<file path="config.mk">
export PLATFORM = sky130hd
export DESIGN_NAME = ipv4_header_parser_unit
export DESIGN_NICKNAME = d
export VERILOG_FILES = /design/src/design/iphp_pkg.sv /design/src/design/ipv4_header_parser_unit.sv /design/src/design/iphp_front.sv /design/src/design/iphp_queue.sv /design/src/design/iphp_back.sv
export SDC_FILE = /design/constraint.sdc
export NUM_CORES = 1
export LEC_CHECK = 0
export ABC_CLOCK_PERIOD_IN_PS = 9800
export BUFFER_PORTS_ARGS = -buffer_cell sky130_fd_sc_hd__buf_2
export CELL_PAD_IN_SITES_DETAIL_PLACEMENT = 1
export CELL_PAD_IN_SITES_GLOBAL_PLACEMENT = 1
export CORE_ASPECT_RATIO = 1.5
export CORE_MARGIN = 1
export CORE_UTILIZATION = 45
export CTS_CLUSTER_DIAMETER = 60
export DETAILED_ROUTE_END_ITERATION = 10
export PLACE_DENSITY_LB_ADDON = 0.1
export SLEW_MARGIN = 20
export SYNTH_ARGS = -nofsm -noshare
export SYNTH_HDL_FRONTEND = slang
export SYNTH_SLANG_ARGS = --single-unit
export TNS_END_PERCENT = 100
</file>
<file path="constraint.sdc">
create_clock -name clock -period 9.8 [get_ports clock]
set_input_delay 0.49 -clock clock [delete_from_list [all_inputs] [get_ports clock]]
set_output_delay 0.49 -clock clock [all_outputs]
set_load 0.02 [all_outputs]
</file>
<file path="src/design/iphp_pkg.sv">
package iphp_pkg;

   localparam logic KIND_PAYLOAD = 1'b0;
   localparam logic KIND_SUMMARY = 1'b1;

   localparam logic [7:0] PROTO_TCP  = 8'd6;
   localparam logic [7:0] PROTO_UDP  = 8'd17;
   localparam logic [7:0] PROTO_ICMP = 8'd1;

   localparam logic [1:0] CLASS_TCP     = 2'd0;
   localparam logic [1:0] CLASS_UDP     = 2'd1;
   localparam logic [1:0] CLASS_ICMP    = 2'd2;
   localparam logic [1:0] CLASS_UNKNOWN = 2'd3;

   localparam logic [3:0]  IHL_MASK    = 4'hF;
   localparam logic [15:0] WORD_ONES   = 16'hFFFF;
   localparam logic [15:0] INDEX_MAX   = 16'hFFFF;
   localparam logic [5:0]  MIN_HDR_LEN = 6'd4;

   // one queued action: a summary snapshot or a payload byte
   typedef struct packed {
      logic        kind;
      logic [7:0]  data;
      logic        last;
      logic [5:0]  hdr_len;
      logic [7:0]  tos;
      logic [7:0]  ttl;
      logic [7:0]  proto;
      logic [15:0] total_len;
      logic [15:0] sum;
      logic        pad;
      logic [7:0]  hold;
      logic [31:0] src;
      logic [31:0] dst;
   } entry_type;

   function automatic logic [15:0] fold_add(logic [15:0] acc, logic [15:0] word);
      logic [16:0] s;
      s = {1'b0, acc} + {1'b0, word};
      return s[15:0] + {15'b0, s[16]};
   endfunction

   function automatic logic [1:0] classify(logic [7:0] p);
      logic [1:0] c;
      case (p)
         PROTO_TCP:  c = CLASS_TCP;
         PROTO_UDP:  c = CLASS_UDP;
         PROTO_ICMP: c = CLASS_ICMP;
         default:    c = CLASS_UNKNOWN;
      endcase
      return c;
   endfunction

endpackage

</file>
<file path="src/design/ipv4_header_parser_unit.sv">
// a result is written into the queue when the byte that causes it is accepted,
//   then popped into the output register once that register is free or draining
// throughput: one byte per cycle while the queue is not full, limited by the front
//   parser's single byte-wide update of index, captured fields and header checksum
//   each cycle; header and padding bytes that give no result still pass through it
// reset: synchronous, active high; clears parser state, queue and output register
module ipv4_header_parser_unit #(
   parameter int QUEUE_DEPTH = 2
) (
   input  logic        clock,
   input  logic        reset,
   input  logic        req_valid,
   output logic        req_ready,
   input  logic [7:0]  req_in_byte,
   input  logic        req_frame_end,
   output logic        rsp_valid,
   input  logic        rsp_ready,
   output logic        rsp_kind,
   output logic [7:0]  rsp_out_byte,
   output logic        rsp_payload_last,
   output logic [5:0]  rsp_header_len,
   output logic [7:0]  rsp_tos,
   output logic [7:0]  rsp_ttl,
   output logic [7:0]  rsp_protocol,
   output logic [1:0]  rsp_proto_class,
   output logic [15:0] rsp_payload_length,
   output logic        rsp_checksum_ok,
   output logic [31:0] rsp_src_addr,
   output logic [31:0] rsp_dst_addr
);

   logic                q_full;
   logic                q_push;
   iphp_pkg::entry_type q_entry;
   logic                head_valid;
   iphp_pkg::entry_type head_entry;
   logic                q_pop;

   iphp_front u_front (
      .clock         (clock),
      .reset         (reset),
      .req_valid     (req_valid),
      .req_ready     (req_ready),
      .req_in_byte   (req_in_byte),
      .req_frame_end (req_frame_end),
      .q_full        (q_full),
      .q_push        (q_push),
      .q_entry       (q_entry)
   );

   iphp_queue #(
      .DEPTH (QUEUE_DEPTH)
   ) u_queue (
      .clock      (clock),
      .reset      (reset),
      .push       (q_push),
      .push_entry (q_entry),
      .full       (q_full),
      .head_valid (head_valid),
      .head_entry (head_entry),
      .pop        (q_pop)
   );

   iphp_back u_back (
      .clock              (clock),
      .reset              (reset),
      .head_valid         (head_valid),
      .head_entry         (head_entry),
      .pop                (q_pop),
      .rsp_valid          (rsp_valid),
      .rsp_ready          (rsp_ready),
      .rsp_kind           (rsp_kind),
      .rsp_out_byte       (rsp_out_byte),
      .rsp_payload_last   (rsp_payload_last),
      .rsp_header_len     (rsp_header_len),
      .rsp_tos            (rsp_tos),
      .rsp_ttl            (rsp_ttl),
      .rsp_protocol       (rsp_protocol),
      .rsp_proto_class    (rsp_proto_class),
      .rsp_payload_length (rsp_payload_length),
      .rsp_checksum_ok    (rsp_checksum_ok),
      .rsp_src_addr       (rsp_src_addr),
      .rsp_dst_addr       (rsp_dst_addr)
   );

endmodule

</file>
<file path="src/design/iphp_front.sv">
module iphp_front (
   input  logic                clock,
   input  logic                reset,
   input  logic                req_valid,
   output logic                req_ready,
   input  logic [7:0]          req_in_byte,
   input  logic                req_frame_end,
   input  logic                q_full,
   output logic                q_push,
   output iphp_pkg::entry_type q_entry
);

   logic [15:0] byte_index_ff, byte_index_in;
   logic [5:0]  hdr_bytes_ff, hdr_bytes_in;
   logic [7:0]  tos_ff, tos_in;
   logic [7:0]  ttl_ff, ttl_in;
   logic [7:0]  proto_ff, proto_in;
   logic [15:0] total_len_ff, total_len_in;
   logic [31:0] src_ff, src_in;
   logic [31:0] dst_ff, dst_in;
   logic [15:0] sum_ff, sum_in;
   logic [7:0]  hold_ff, hold_in;
   logic        sent_ff, sent_in;

   logic        accept;
   logic [15:0] idx;
   logic [7:0]  b;
   logic        ck_en;
   logic [5:0]  hdr_end;
   logic [5:0]  pay_start;
   logic        summ;
   logic        pay;

   assign req_ready = !q_full;
   assign accept    = req_valid && req_ready;
   assign idx       = byte_index_ff;
   assign b         = req_in_byte;

   always_comb begin
      hdr_bytes_in = hdr_bytes_ff;
      tos_in       = tos_ff;
      ttl_in       = ttl_ff;
      proto_in     = proto_ff;
      total_len_in = total_len_ff;
      src_in       = src_ff;
      dst_in       = dst_ff;
      if (!sent_ff) begin
         if (idx == 16'd0) begin
            hdr_bytes_in = {b[3:0] & iphp_pkg::IHL_MASK, 2'b00};
         end else if (idx == 16'd1) begin
            tos_in = b;
         end else if (idx == 16'd2) begin
            total_len_in = {b, total_len_ff[7:0]};
         end else if (idx == 16'd3) begin
            total_len_in = {total_len_ff[15:8], b};
         end else if (idx == 16'd8) begin
            ttl_in = b;
         end else if (idx == 16'd9) begin
            proto_in = b;
         end else if (idx inside {[16'd12:16'd15]}) begin
            src_in = {src_ff[23:0], b};
         end else if (idx inside {[16'd16:16'd19]}) begin
            dst_in = {dst_ff[23:0], b};
         end
      end

      // header words are folded while the index is inside the header
      ck_en   = !sent_ff && (idx < {10'b0, hdr_bytes_in});
      hold_in = (ck_en && !idx[0]) ? b : hold_ff;
      sum_in  = (ck_en && idx[0]) ? iphp_pkg::fold_add(sum_ff, {hold_ff, b}) : sum_ff;

      pay_start = (hdr_bytes_in < iphp_pkg::MIN_HDR_LEN) ? iphp_pkg::MIN_HDR_LEN
                                                         : hdr_bytes_in;
      hdr_end   = pay_start - 6'd1;
      summ      = !sent_ff && ((idx >= {10'b0, hdr_end}) || req_frame_end);
      pay       = sent_ff && (idx >= {10'b0, pay_start}) && (idx < total_len_ff);

      sent_in       = sent_ff || summ;
      byte_index_in = (byte_index_ff != iphp_pkg::INDEX_MAX) ? byte_index_ff + 16'd1
                                                             : byte_index_ff;

      q_push            = accept && (summ || pay);
      q_entry.kind      = summ ? iphp_pkg::KIND_SUMMARY : iphp_pkg::KIND_PAYLOAD;
      q_entry.data      = b;
      q_entry.last      = (idx + 16'd1 == total_len_ff) || req_frame_end;
      q_entry.hdr_len   = hdr_bytes_in;
      q_entry.tos       = tos_in;
      q_entry.ttl       = ttl_in;
      q_entry.proto     = proto_in;
      q_entry.total_len = total_len_in;
      q_entry.sum       = sum_in;
      // header length is a multiple of four, so an odd byte count only comes from early end
      q_entry.pad       = ck_en && !idx[0];
      q_entry.hold      = hold_in;
      q_entry.src       = src_in;
      q_entry.dst       = dst_in;
   end

   always_ff @(posedge clock) begin
      if (reset || (accept && req_frame_end)) begin
         byte_index_ff <= '0;
         hdr_bytes_ff  <= '0;
         tos_ff        <= '0;
         ttl_ff        <= '0;
         proto_ff      <= '0;
         total_len_ff  <= '0;
         src_ff        <= '0;
         dst_ff        <= '0;
         sum_ff        <= '0;
         hold_ff       <= '0;
         sent_ff       <= 1'b0;
      end else if (accept) begin
         byte_index_ff <= byte_index_in;
         hdr_bytes_ff  <= hdr_bytes_in;
         tos_ff        <= tos_in;
         ttl_ff        <= ttl_in;
         proto_ff      <= proto_in;
         total_len_ff  <= total_len_in;
         src_ff        <= src_in;
         dst_ff        <= dst_in;
         sum_ff        <= sum_in;
         hold_ff       <= hold_in;
         sent_ff       <= sent_in;
      end
   end

`ifndef ASSERT_OFF
   a_fend_clears: assert property (@(posedge clock) disable iff (reset)
      (accept && req_frame_end) |=> (byte_index_ff == 16'd0) && !sent_ff)
      else $error("frame end did not clear parser state");

   a_payload_after_summary: assert property (@(posedge clock) disable iff (reset)
      (q_push && (q_entry.kind == iphp_pkg::KIND_PAYLOAD)) |-> sent_ff)
      else $error("payload byte queued before header summary");
`endif

endmodule

</file>
<file path="src/design/iphp_queue.sv">
module iphp_queue #(
   parameter int DEPTH = 2
) (
   input  logic                clock,
   input  logic                reset,
   input  logic                push,
   input  iphp_pkg::entry_type push_entry,
   output logic                full,
   output logic                head_valid,
   output iphp_pkg::entry_type head_entry,
   input  logic                pop
);

   localparam int PTR_W = $clog2(DEPTH);
   localparam int CNT_W = $clog2(DEPTH + 1);
   localparam logic [PTR_W-1:0] LAST_PTR = PTR_W'(DEPTH - 1);
   localparam logic [CNT_W-1:0] FULL_CNT = CNT_W'(DEPTH);

   iphp_pkg::entry_type slots_ff [DEPTH];
   logic [PTR_W-1:0] wr_ptr_ff, wr_ptr_in;
   logic [PTR_W-1:0] rd_ptr_ff, rd_ptr_in;
   logic [CNT_W-1:0] count_ff, count_in;

   assign full       = (count_ff == FULL_CNT);
   assign head_valid = (count_ff != '0);
   assign head_entry = slots_ff[rd_ptr_ff];

   always_comb begin
      wr_ptr_in = wr_ptr_ff;
      rd_ptr_in = rd_ptr_ff;
      count_in  = count_ff;
      if (push) begin
         wr_ptr_in = (wr_ptr_ff == LAST_PTR) ? '0 : wr_ptr_ff + 1'b1;
      end
      if (pop) begin
         rd_ptr_in = (rd_ptr_ff == LAST_PTR) ? '0 : rd_ptr_ff + 1'b1;
      end
      case ({push, pop})
         2'b10:   count_in = count_ff + 1'b1;
         2'b01:   count_in = count_ff - 1'b1;
         default: count_in = count_ff;
      endcase
   end

   always_ff @(posedge clock) begin
      if (reset) begin
         wr_ptr_ff <= '0;
         rd_ptr_ff <= '0;
         count_ff  <= '0;
      end else begin
         wr_ptr_ff <= wr_ptr_in;
         rd_ptr_ff <= rd_ptr_in;
         count_ff  <= count_in;
      end
   end

   always_ff @(posedge clock) begin
      if (push) begin
         slots_ff[wr_ptr_ff] <= push_entry;
      end
   end

`ifndef ASSERT_OFF
   a_no_overflow: assert property (@(posedge clock) disable iff (reset)
      push |-> !full)
      else $error("queue written while full");

   a_no_underflow: assert property (@(posedge clock) disable iff (reset)
      pop |-> head_valid)
      else $error("queue read while empty");
`endif

endmodule

</file>
<file path="src/design/iphp_back.sv">
module iphp_back (
   input  logic                clock,
   input  logic                reset,
   input  logic                head_valid,
   input  iphp_pkg::entry_type head_entry,
   output logic                pop,
   output logic                rsp_valid,
   input  logic                rsp_ready,
   output logic                rsp_kind,
   output logic [7:0]          rsp_out_byte,
   output logic                rsp_payload_last,
   output logic [5:0]          rsp_header_len,
   output logic [7:0]          rsp_tos,
   output logic [7:0]          rsp_ttl,
   output logic [7:0]          rsp_protocol,
   output logic [1:0]          rsp_proto_class,
   output logic [15:0]         rsp_payload_length,
   output logic                rsp_checksum_ok,
   output logic [31:0]         rsp_src_addr,
   output logic [31:0]         rsp_dst_addr
);

   logic        valid_ff;
   logic        kind_ff, kind_in;
   logic [7:0]  byte_ff, byte_in;
   logic        last_ff, last_in;
   logic [5:0]  hlen_ff, hlen_in;
   logic [7:0]  tos_ff, tos_in;
   logic [7:0]  ttl_ff, ttl_in;
   logic [7:0]  proto_ff, proto_in;
   logic [1:0]  class_ff, class_in;
   logic [15:0] plen_ff, plen_in;
   logic        ok_ff, ok_in;
   logic [31:0] src_ff, src_in;
   logic [31:0] dst_ff, dst_in;

   logic        is_summ;
   logic [15:0] sum_final;
   logic [15:0] hlen_ext;

   assign pop = head_valid && (!valid_ff || rsp_ready);

   always_comb begin
      is_summ   = (head_entry.kind == iphp_pkg::KIND_SUMMARY);
      // pending odd header byte goes in as a high byte padded with zero
      sum_final = head_entry.pad ? iphp_pkg::fold_add(head_entry.sum, {head_entry.hold, 8'h00})
                                 : head_entry.sum;
      hlen_ext  = {10'b0, head_entry.hdr_len};

      kind_in  = head_entry.kind;
      byte_in  = is_summ ? 8'h00 : head_entry.data;
      last_in  = !is_summ && head_entry.last;
      hlen_in  = '0;
      tos_in   = '0;
      ttl_in   = '0;
      proto_in = '0;
      class_in = '0;
      plen_in  = '0;
      ok_in    = 1'b0;
      src_in   = '0;
      dst_in   = '0;
      if (is_summ) begin
         hlen_in  = head_entry.hdr_len;
         tos_in   = head_entry.tos;
         ttl_in   = head_entry.ttl;
         proto_in = head_entry.proto;
         class_in = iphp_pkg::classify(head_entry.proto);
         plen_in  = (head_entry.total_len > hlen_ext) ? head_entry.total_len - hlen_ext
                                                      : 16'd0;
         ok_in    = (sum_final == iphp_pkg::WORD_ONES);
         src_in   = head_entry.src;
         dst_in   = head_entry.dst;
      end
   end

   always_ff @(posedge clock) begin
      if (reset) begin
         valid_ff <= 1'b0;
      end else if (pop) begin
         valid_ff <= 1'b1;
      end else if (rsp_ready) begin
         valid_ff <= 1'b0;
      end
   end

   always_ff @(posedge clock) begin
      if (pop) begin
         kind_ff  <= kind_in;
         byte_ff  <= byte_in;
         last_ff  <= last_in;
         hlen_ff  <= hlen_in;
         tos_ff   <= tos_in;
         ttl_ff   <= ttl_in;
         proto_ff <= proto_in;
         class_ff <= class_in;
         plen_ff  <= plen_in;
         ok_ff    <= ok_in;
         src_ff   <= src_in;
         dst_ff   <= dst_in;
      end
   end

   assign rsp_valid          = valid_ff;
   assign rsp_kind           = kind_ff;
   assign rsp_out_byte       = byte_ff;
   assign rsp_payload_last   = last_ff;
   assign rsp_header_len     = hlen_ff;
   assign rsp_tos            = tos_ff;
   assign rsp_ttl            = ttl_ff;
   assign rsp_protocol       = proto_ff;
   assign rsp_proto_class    = class_ff;
   assign rsp_payload_length = plen_ff;
   assign rsp_checksum_ok    = ok_ff;
   assign rsp_src_addr       = src_ff;
   assign rsp_dst_addr       = dst_ff;

`ifndef ASSERT_OFF
   a_payload_fields_zero: assert property (@(posedge clock) disable iff (reset)
      (rsp_valid && (rsp_kind == iphp_pkg::KIND_PAYLOAD)) |->
         (rsp_header_len == 6'd0) && (rsp_payload_length == 16'd0) && !rsp_checksum_ok)
      else $error("payload transfer carries summary fields");
`endif

endmodule
</file>
# Word level (Yosys, flattened, before mapping)
# Memories as Yosys holds them, arrays and structs flattened. A register that Yosys moved wholly into a read port is not among the register bits.
# Index checks and enable logic that the tools add are counted.
totals:
  regBits: 279
  wordCells: 148
  mem_bits_rw: 290
  inputBits: 13
  out_inout_bits: 125
  mem_count: 1
memory_table:
  columns: ["name", "depth", "word_bits", "rd", "rd_ports_with_merged_regs", "write_ports", "line_no", "rtl"]
  rows:
  - ["u_queue.slots_ff", 2, 145, 1, 1, 1, "iphp_queue.sv:19", "iphp_pkg::entry_type slots_ff [DEPTH];"]
op_classes:
  eq_ne: 14
  n_reduce_logical: 30
  magnitude_cmp: 10
  add_sub_neg: 11
  n_mux: 55
op_table:
  columns: ["operator", "n"]
  rows:
  - ["two-way mux 32 bit", 17]
  - ["two-way mux 8 bit", 18]
  - ["two-way mux 16 bit", 6]
  - ["adder 16 x 16 -> 17 bit", 2]
  - ["adder 16 x 1 -> 16 bit", 2]
  - ["== test 16 x 2 -> 1 bit (second input constant)", 2]
  - ["== test 16 x 4 -> 1 bit (second input constant)", 2]
  - ["greater-or-equal comparator 16 x 6 -> 1 bit", 2]
  - ["two-way mux 6 bit", 3]
  - ["adder 16 x 1 -> 16 bit (second input constant)", 1]
  - ["== test 16 x 1 -> 1 bit (second input constant)", 1]
  - ["== test 16 bit", 1]
  - ["== test 16 bit (second input constant)", 1]
  - ["greater-or-equal comparator 16 x 4 -> 1 bit (second input constant)", 1]
  - ["greater-or-equal comparator 16 x 5 -> 1 bit (second input constant)", 1]
  - ["> comparator 16 x 6 -> 1 bit", 1]
  - ["less-or-equal comparator 16 x 4 -> 1 bit (second input constant)", 1]
  - ["less-or-equal comparator 16 x 5 -> 1 bit (second input constant)", 1]
  - ["logical NOT 16 bit", 1]
  - ["less-than comparator 16 bit", 1]
  - ["less-than comparator 16 x 6 -> 1 bit", 1]
  - ["inequality test 16 bit (second input constant)", 1]
  - ["subtractor 16 x 6 -> 16 bit", 1]
  - ["logical AND 1 bit", 13]
  - ["other kinds (17)", 39]

# Longest topological paths before layout
logic_depth:
  word_depth: 13
  depth_mapped: 22
  ltp_nobuf: 20

# Modules after synthesis
# Synthesis repeated with hierarchy kept, for this count alone.
unflattened:
  cells_unflattened: 2031
  area_unflattened_um2: 25849.8
by_module_without_submodules:
  columns: ["mod", "area_per_inst_um2", "n_inst", "seq_area_each_um2", "cells_each"]
  rows:
  - ["iphp_queue", 10860.4, 1, 8808.4, 473]
  - ["iphp_front", 9452.8, 1, 3022.9, 1162]
  - ["iphp_back", 5536.6, 1, 3713.6, 396]

# Worst setup path before layout
# No wires, ideal clock.
synth_timing:
  path_kind: "flip-flop to flip-flop"
  startpoint: "register u_front.byte_index_ff[0]"
  endpoint: "memory u_queue.slots_ff[0][0] (netlist name) (enable)"
  path_buffers: 0
  t_arrival_ns: 9.072
  setup_slack_ns: 0.076
  t_required_ns: 9.148
  stages_incl_launch_ff: 16
  period_less_slack_ns: 9.724
  setup_ns: 0.652
  cell_sequence: "dfxtp_1 -> inv_1 -> ha_1 -> nand2b_1 -> or3_1 -> or3_1 -> o31ai_2 -> nand3_1 -> xnor2_1 -> ha_1 -> a21o_1 -> a21o_1 -> a2111oi_0 -> nor2_1 -> a32oi_2 -> nor2_1"
synth_between:
  elab_chain_cells: 13
  elab_cells_between_ends: 17
  cone_classes: "add/sub (1); order compare (4); mux (5); reduce/logical (7)"
synth_rtl:
  columns: ["element", "line_no", "rtl"]
  rows:
  - ["start, declared", "iphp_front.sv:13", "logic [15:0] byte_index_ff, byte_index_in;"]
  - ["start signal, assigned", "iphp_front.sv:113", "byte_index_ff <= byte_index_in;"]
  - ["logical NOT 16 bit", "iphp_front.sv:48", "if (idx == 16'd0) begin"]
  - ["two-way mux 6 bit", "iphp_front.sv:48", null]
  - ["two-way mux 6 bit", "iphp_front.sv:47", "if (!sent_ff) begin"]
  - ["less-than comparator 6 x 3 -> 1 bit", "iphp_front.sv:72", "pay_start = (hdr_bytes_in < iphp_pkg::MIN_HDR_LEN) ? iphp_pkg::MIN_HDR_LEN"]
  - ["two-way mux 6 bit", "iphp_front.sv:72", null]
  - ["subtractor 6 x 1 -> 6 bit", "iphp_front.sv:74", "hdr_end = pay_start - 6'd1;"]
  - ["greater-or-equal comparator 16 x 6 -> 1 bit", "iphp_front.sv:75", "summ = !sent_ff && ((idx >= {10'b0, hdr_end}) || req_frame_end);"]
  - ["logical OR 1 bit", "iphp_front.sv:75", null]
  - ["logical AND 1 bit", "iphp_front.sv:75", null]
  - ["logical OR 1 bit (*)", "iphp_front.sv:82", "q_push = accept && (summ || pay);"]
  - ["logical AND 1 bit (*)", "iphp_front.sv:82", null]
  - ["two-way mux 1 bit (*)", "iphp_queue.sv:58", "if (push) begin"]
  - ["two-way mux 1 bit (implied by the code) (*)", "iphp_queue.sv:59", "slots_ff[wr_ptr_ff] <= push_entry;"]
  - ["end, declared", "iphp_queue.sv:19", null]
# Every way passes the cells marked *; elsewhere a longest branch is shown, timed or not.

# Worst setup path in the final report
layout_timing:
  startpoint: "register u_front.byte_index_ff[0]"
  endpoint: "memory u_queue.slots_ff[1][120] (netlist name) (enable)"
# The elaborated chain is that of the path after synthesis.

==> results.md <==
* Post-synth net total at just over 2000
* RSZ-0062 raised after global routing: no
* Synth Area in Adders at around 3.8%
* Combinational share of power at 29.6%
* Number of flops mapped to enable cells by yosys at between 400 and 500
* Detailed Route WL at around 61000 um
* Largest net degree at the start of global routing at approximately 150
* Cts repair resizes at 0
* Pwr per Cell Area at ~270 nW/um^2
* Xor-xnor portion of the synthesized cell area at 2.94%
* Mean area per synthesized cell at roughly 13 um^2
* Period utilization at between 50% and 60%
* Cells after Synth at just under 2000
* Worst Tran Pin Value at 1.14 ns
* Ys flop type: edfxtp_1
* IO Count at approximately 140
* Clock skew at roughly 0.031 ns
* P&R area growth vs syn at 13.0%
* Slew HR at 24.2%
* Via count at between 15000 and 20000
* First-pass GRT wire length at about 95000 um
* Syn Std Cell Area at about 25000 um^2
* Nets at approximately 2200
* Final Hold Fails at 0
* Worst setup EP type: flop
* GRT Total Usage at between 20% and 30%
* Routed wire per std cell at about 21 um
* CTS Hold Buffers Added at 0
* Port bufs at approximately 140
* CTS max path bufs at 3
* TritonCTS clock tree: built
* CP Class: reg2reg
* Register area share after synthesis at between 60 and 70%
* DP HPWL at approximately 40000 um
* Seq pwr share at a little over two fifths
* VDD IR max at 0.533 mV
* Asr flop ratio synth at 0%
* Via/cell ratio at 5.48
* Warnings, synthesis at 0
* HP Class: in2reg
* Vias in the first global route at 16500
* First-pass DRT Iterations at 5
* Worst stage delay on the critical path at between 0.5 and 0.6 ns
* Final Max Slew Viols at 0
* Compound-gate portion of the synthesized area at under 10%
* Initial core utilization at 45.6%
* Fmax at approximately 0.18 GHz
* Setup TNS at 0 ns
* Die Wd at between 150 and 200 um
* Mux cell area share after synthesis at between 10% and 20%
* Die Footprint at roughly 57000 um^2
* Outcome: finished, final reports clean
* Core area at 54800 um^2
* Synthesized flop and latch total at 570
* Final setup violating endpoints at 0
* CTS H-Tree Depth at 2
* CTS buffer count at 55
* Grt total ovfl at 0
* Share of cells above drive strength 1 at 18.7%
* CP max stage cell: a2111oi_0
* Clock power frac at between 20% and 30%
* Routed Antenna Nets at 0
* Filler instances at 5649
* Crit path top cell by count: a21o_1
* Inserted Diodes at 0
* Chip height at 291 um
* DRT iter0 DRCs at ~640
* Clk Latency, worst-skew pair at 0.61 ns
* Critical path launch point type: flop
* Clk slew on worst S/H paths at 0.07 ns
* Worst Path Required at roughly 10 ns
* Max-cap check violation count at 0
* # clock sinks at between 500 and 600
* CP arrival at about 6 ns
* Initial antenna violation count at 0
* Post-CTS Setup Bufs at 0
* Root Buffer: clkbuf_16
* Internal at slightly above 5000 uW
* Synth unique cells at 67
* Max FO, Critical Path at 51
* R2R Setup Slk at around 4.2 ns
* P_leak at 0.0105 uW
* Rows at about 110
* Worst path cell trace: inv_1 -> ha_1 -> nand2b_1 -> or3_1 -> nor3_4 -> a21oi_1 -> nand2_1 -> ha_1 -> ha_1 -> a21o_1 -> a21o_1 -> a21o_1 -> a21o_1 -> a2111oi_0 -> nor2_1 -> a32oi_2 -> nor2b_4 -> buf_16 -> buf_4
* Post-Synth Simple-Gate Area at between 10% and 20%
* Sw Share at ~34%
* Main combinational cell family by area after synthesis: multiplexers
* DRC at 0
* Switching Power at approximately 2600 uW
* Final Critical Period at 5.59 ns
* Final Wtd Congestion at around 0.84
* Total power at a little under 8000 uW
[cell families (layout without fill, tap and decap cells)]
logic type | after synthesis | count (layout)
xor+xnor | 84 | 84
compound gates | 235 | 235
simple gates | 586 | 586
buf+inv | 132 | 300
fa+ha+maj | 75 | 75
flops | 570 | 570
mux | 304 | 304
[cell usage after synthesis, types with 23 or more instances]
cell type	instances	area, um^2
o21ai_0	35	175
nor3_1	24	120
mux2i_1	171	1710
mux2_2	133	1500
nand3_1	23	115
nand2_1	187	702
edfxtp_1	413	12400
xor2_1	31	272
inv_1	37	139
a21oi_1	116	581
dfxtp_1	157	3140
xnor2_1	53	464
nor2_1	252	946
clkbuf_1	64	240
ha_1	71	888
[power groups by stage]
stage / Sequential [uW] / Combinational [uW] / Clock, uW
after floorplan: 3670 / 1300 / 0
after global placement: 3360 / 2270 / 0
after detailed placement: 3370 / 2320 / 0
after CTS: 3320 / 2340 / 2190
after global routing: 3350 / 2500 / 2270
final: 3310 / 2290 / 2130
[stage by stage]
stage          hold slack (ns)  std cells  util (%)  cell area [um^2]  setup slack, ns
3_3_place_gp             0.439       2744      48.2             26400             4.19
4_1_cts                  0.183       2848      51.5             28200             3.99
3_5_place_dp             0.447       2744      48.2             26400             4.02
2_1_floorplan            0.434       1986         -             25000           0.0756
6_report                 0.215       2849      51.5             28200             4.21
5_1_grt                  0.210       2849      51.5             28200             3.92
[registers in the layout, indices dropped and copies added (netlist names), 2 cells and up, named ones only]
signal / flops
u_back.rsp_payload_length: 16
u_front.hold_ff: 8
u_back.rsp_dst_addr: 32
u_back.rsp_src_addr: 32
u_back.rsp_out_byte: 8
u_back.rsp_protocol: 8
u_front.proto_ff: 8
u_front.dst_ff: 32
u_queue.count_ff: 2
u_front.tos_ff: 8
u_queue.slots_ff: 290
u_back.rsp_proto_class: 2
u_back.rsp_tos: 8
u_front.total_len_ff: 16
u_front.byte_index_ff: 16
u_front.hdr_bytes_ff: 6
u_back.rsp_ttl: 8
u_front.src_ff: 32
u_front.sum_ff: 16
u_front.ttl_ff: 8
u_back.rsp_header_len: 6
[placed cells by master (no fill, tap or decap), types with 4 or more instances in the layout]
| cell | instances |
|---|---|
| clkbuf_16 | 57 |
| nand3_1 | 23 |
| nor4_1 | 8 |
| nor3_1 | 23 |
| ha_1 | 71 |
| or3_1 | 11 |
| o21bai_1 | 4 |
| bufinv_16 | 4 |
| dfxtp_1 | 156 |
| xor2_1 | 31 |
| nor3b_1 | 4 |
| a21o_1 | 20 |
| clkbuf_1 | 18 |
| nand2b_1 | 11 |
| and3_1 | 14 |
| nand4_1 | 9 |
| xnor2_1 | 53 |
| and2_1 | 6 |
| a211oi_1 | 16 |
| buf_2 | 137 |
| nor2_1 | 250 |
| o21a_1 | 7 |
| mux2i_1 | 170 |
| clkinv_1 | 5 |
| mux2_2 | 133 |
| nor2b_1 | 14 |
| nand2_1 | 186 |
| clkinv_2 | 8 |
| inv_6 | 4 |
| o21ai_0 | 35 |
| inv_1 | 37 |
| a21oi_1 | 116 |
| or2_2 | 5 |
| edfxtp_1 | 413 |
| buf_4 | 18 |
| a31oi_1 | 5 |
[area by class of cell]
type | count | area (um^2) | share of cell area [%]
Inverter | 37 | 139 | 0.492
Sequential cell | 570 | 15500 | 55.1
Clock buffer | 78 | 1540 | 5.44
Clock inverter | 26 | 270 | 0.957
Tap cell | 695 | 870 | 3.08
Timing Repair Buffer | 159 | 891 | 3.16
Multi-Input combinational cell | 1284 | 8980 | 31.8
[per-layer routing]
layer / part of all wire [%] / track usage [%] / up-vias
met5: 0 / 0 / -
met4: 3.0 / 7.24 / 0
met3: 2.7 / 2.31 / 103
met2: 51 / 39.2 / 245
met1: 43 / 26.7 / 7852
li1: - / - / 7418
[worst max-delay path: cells and delay by family (launching register included)]
family          cells  cell delay (ns)
compound gates      7             1.73
fa+ha+maj           3             0.83
buf+inv             3             0.83
flops               1             0.38
simple gates        6             1.43
[final timing paths]
kind / endpoint / startpoint / cells past startpoint
hold reg to reg: u_front.src_ff[27] / u_front.src_ff[27] / 2
setup / recovery: u_queue.slots_ff[1][120] / u_front.byte_index_ff[0] / 19
hold / removal: u_queue.count_ff[1] / reset / 2
setup reg to reg: u_queue.slots_ff[1][120] / u_front.byte_index_ff[0] / 19
Power figures use the tool's default switching activity.
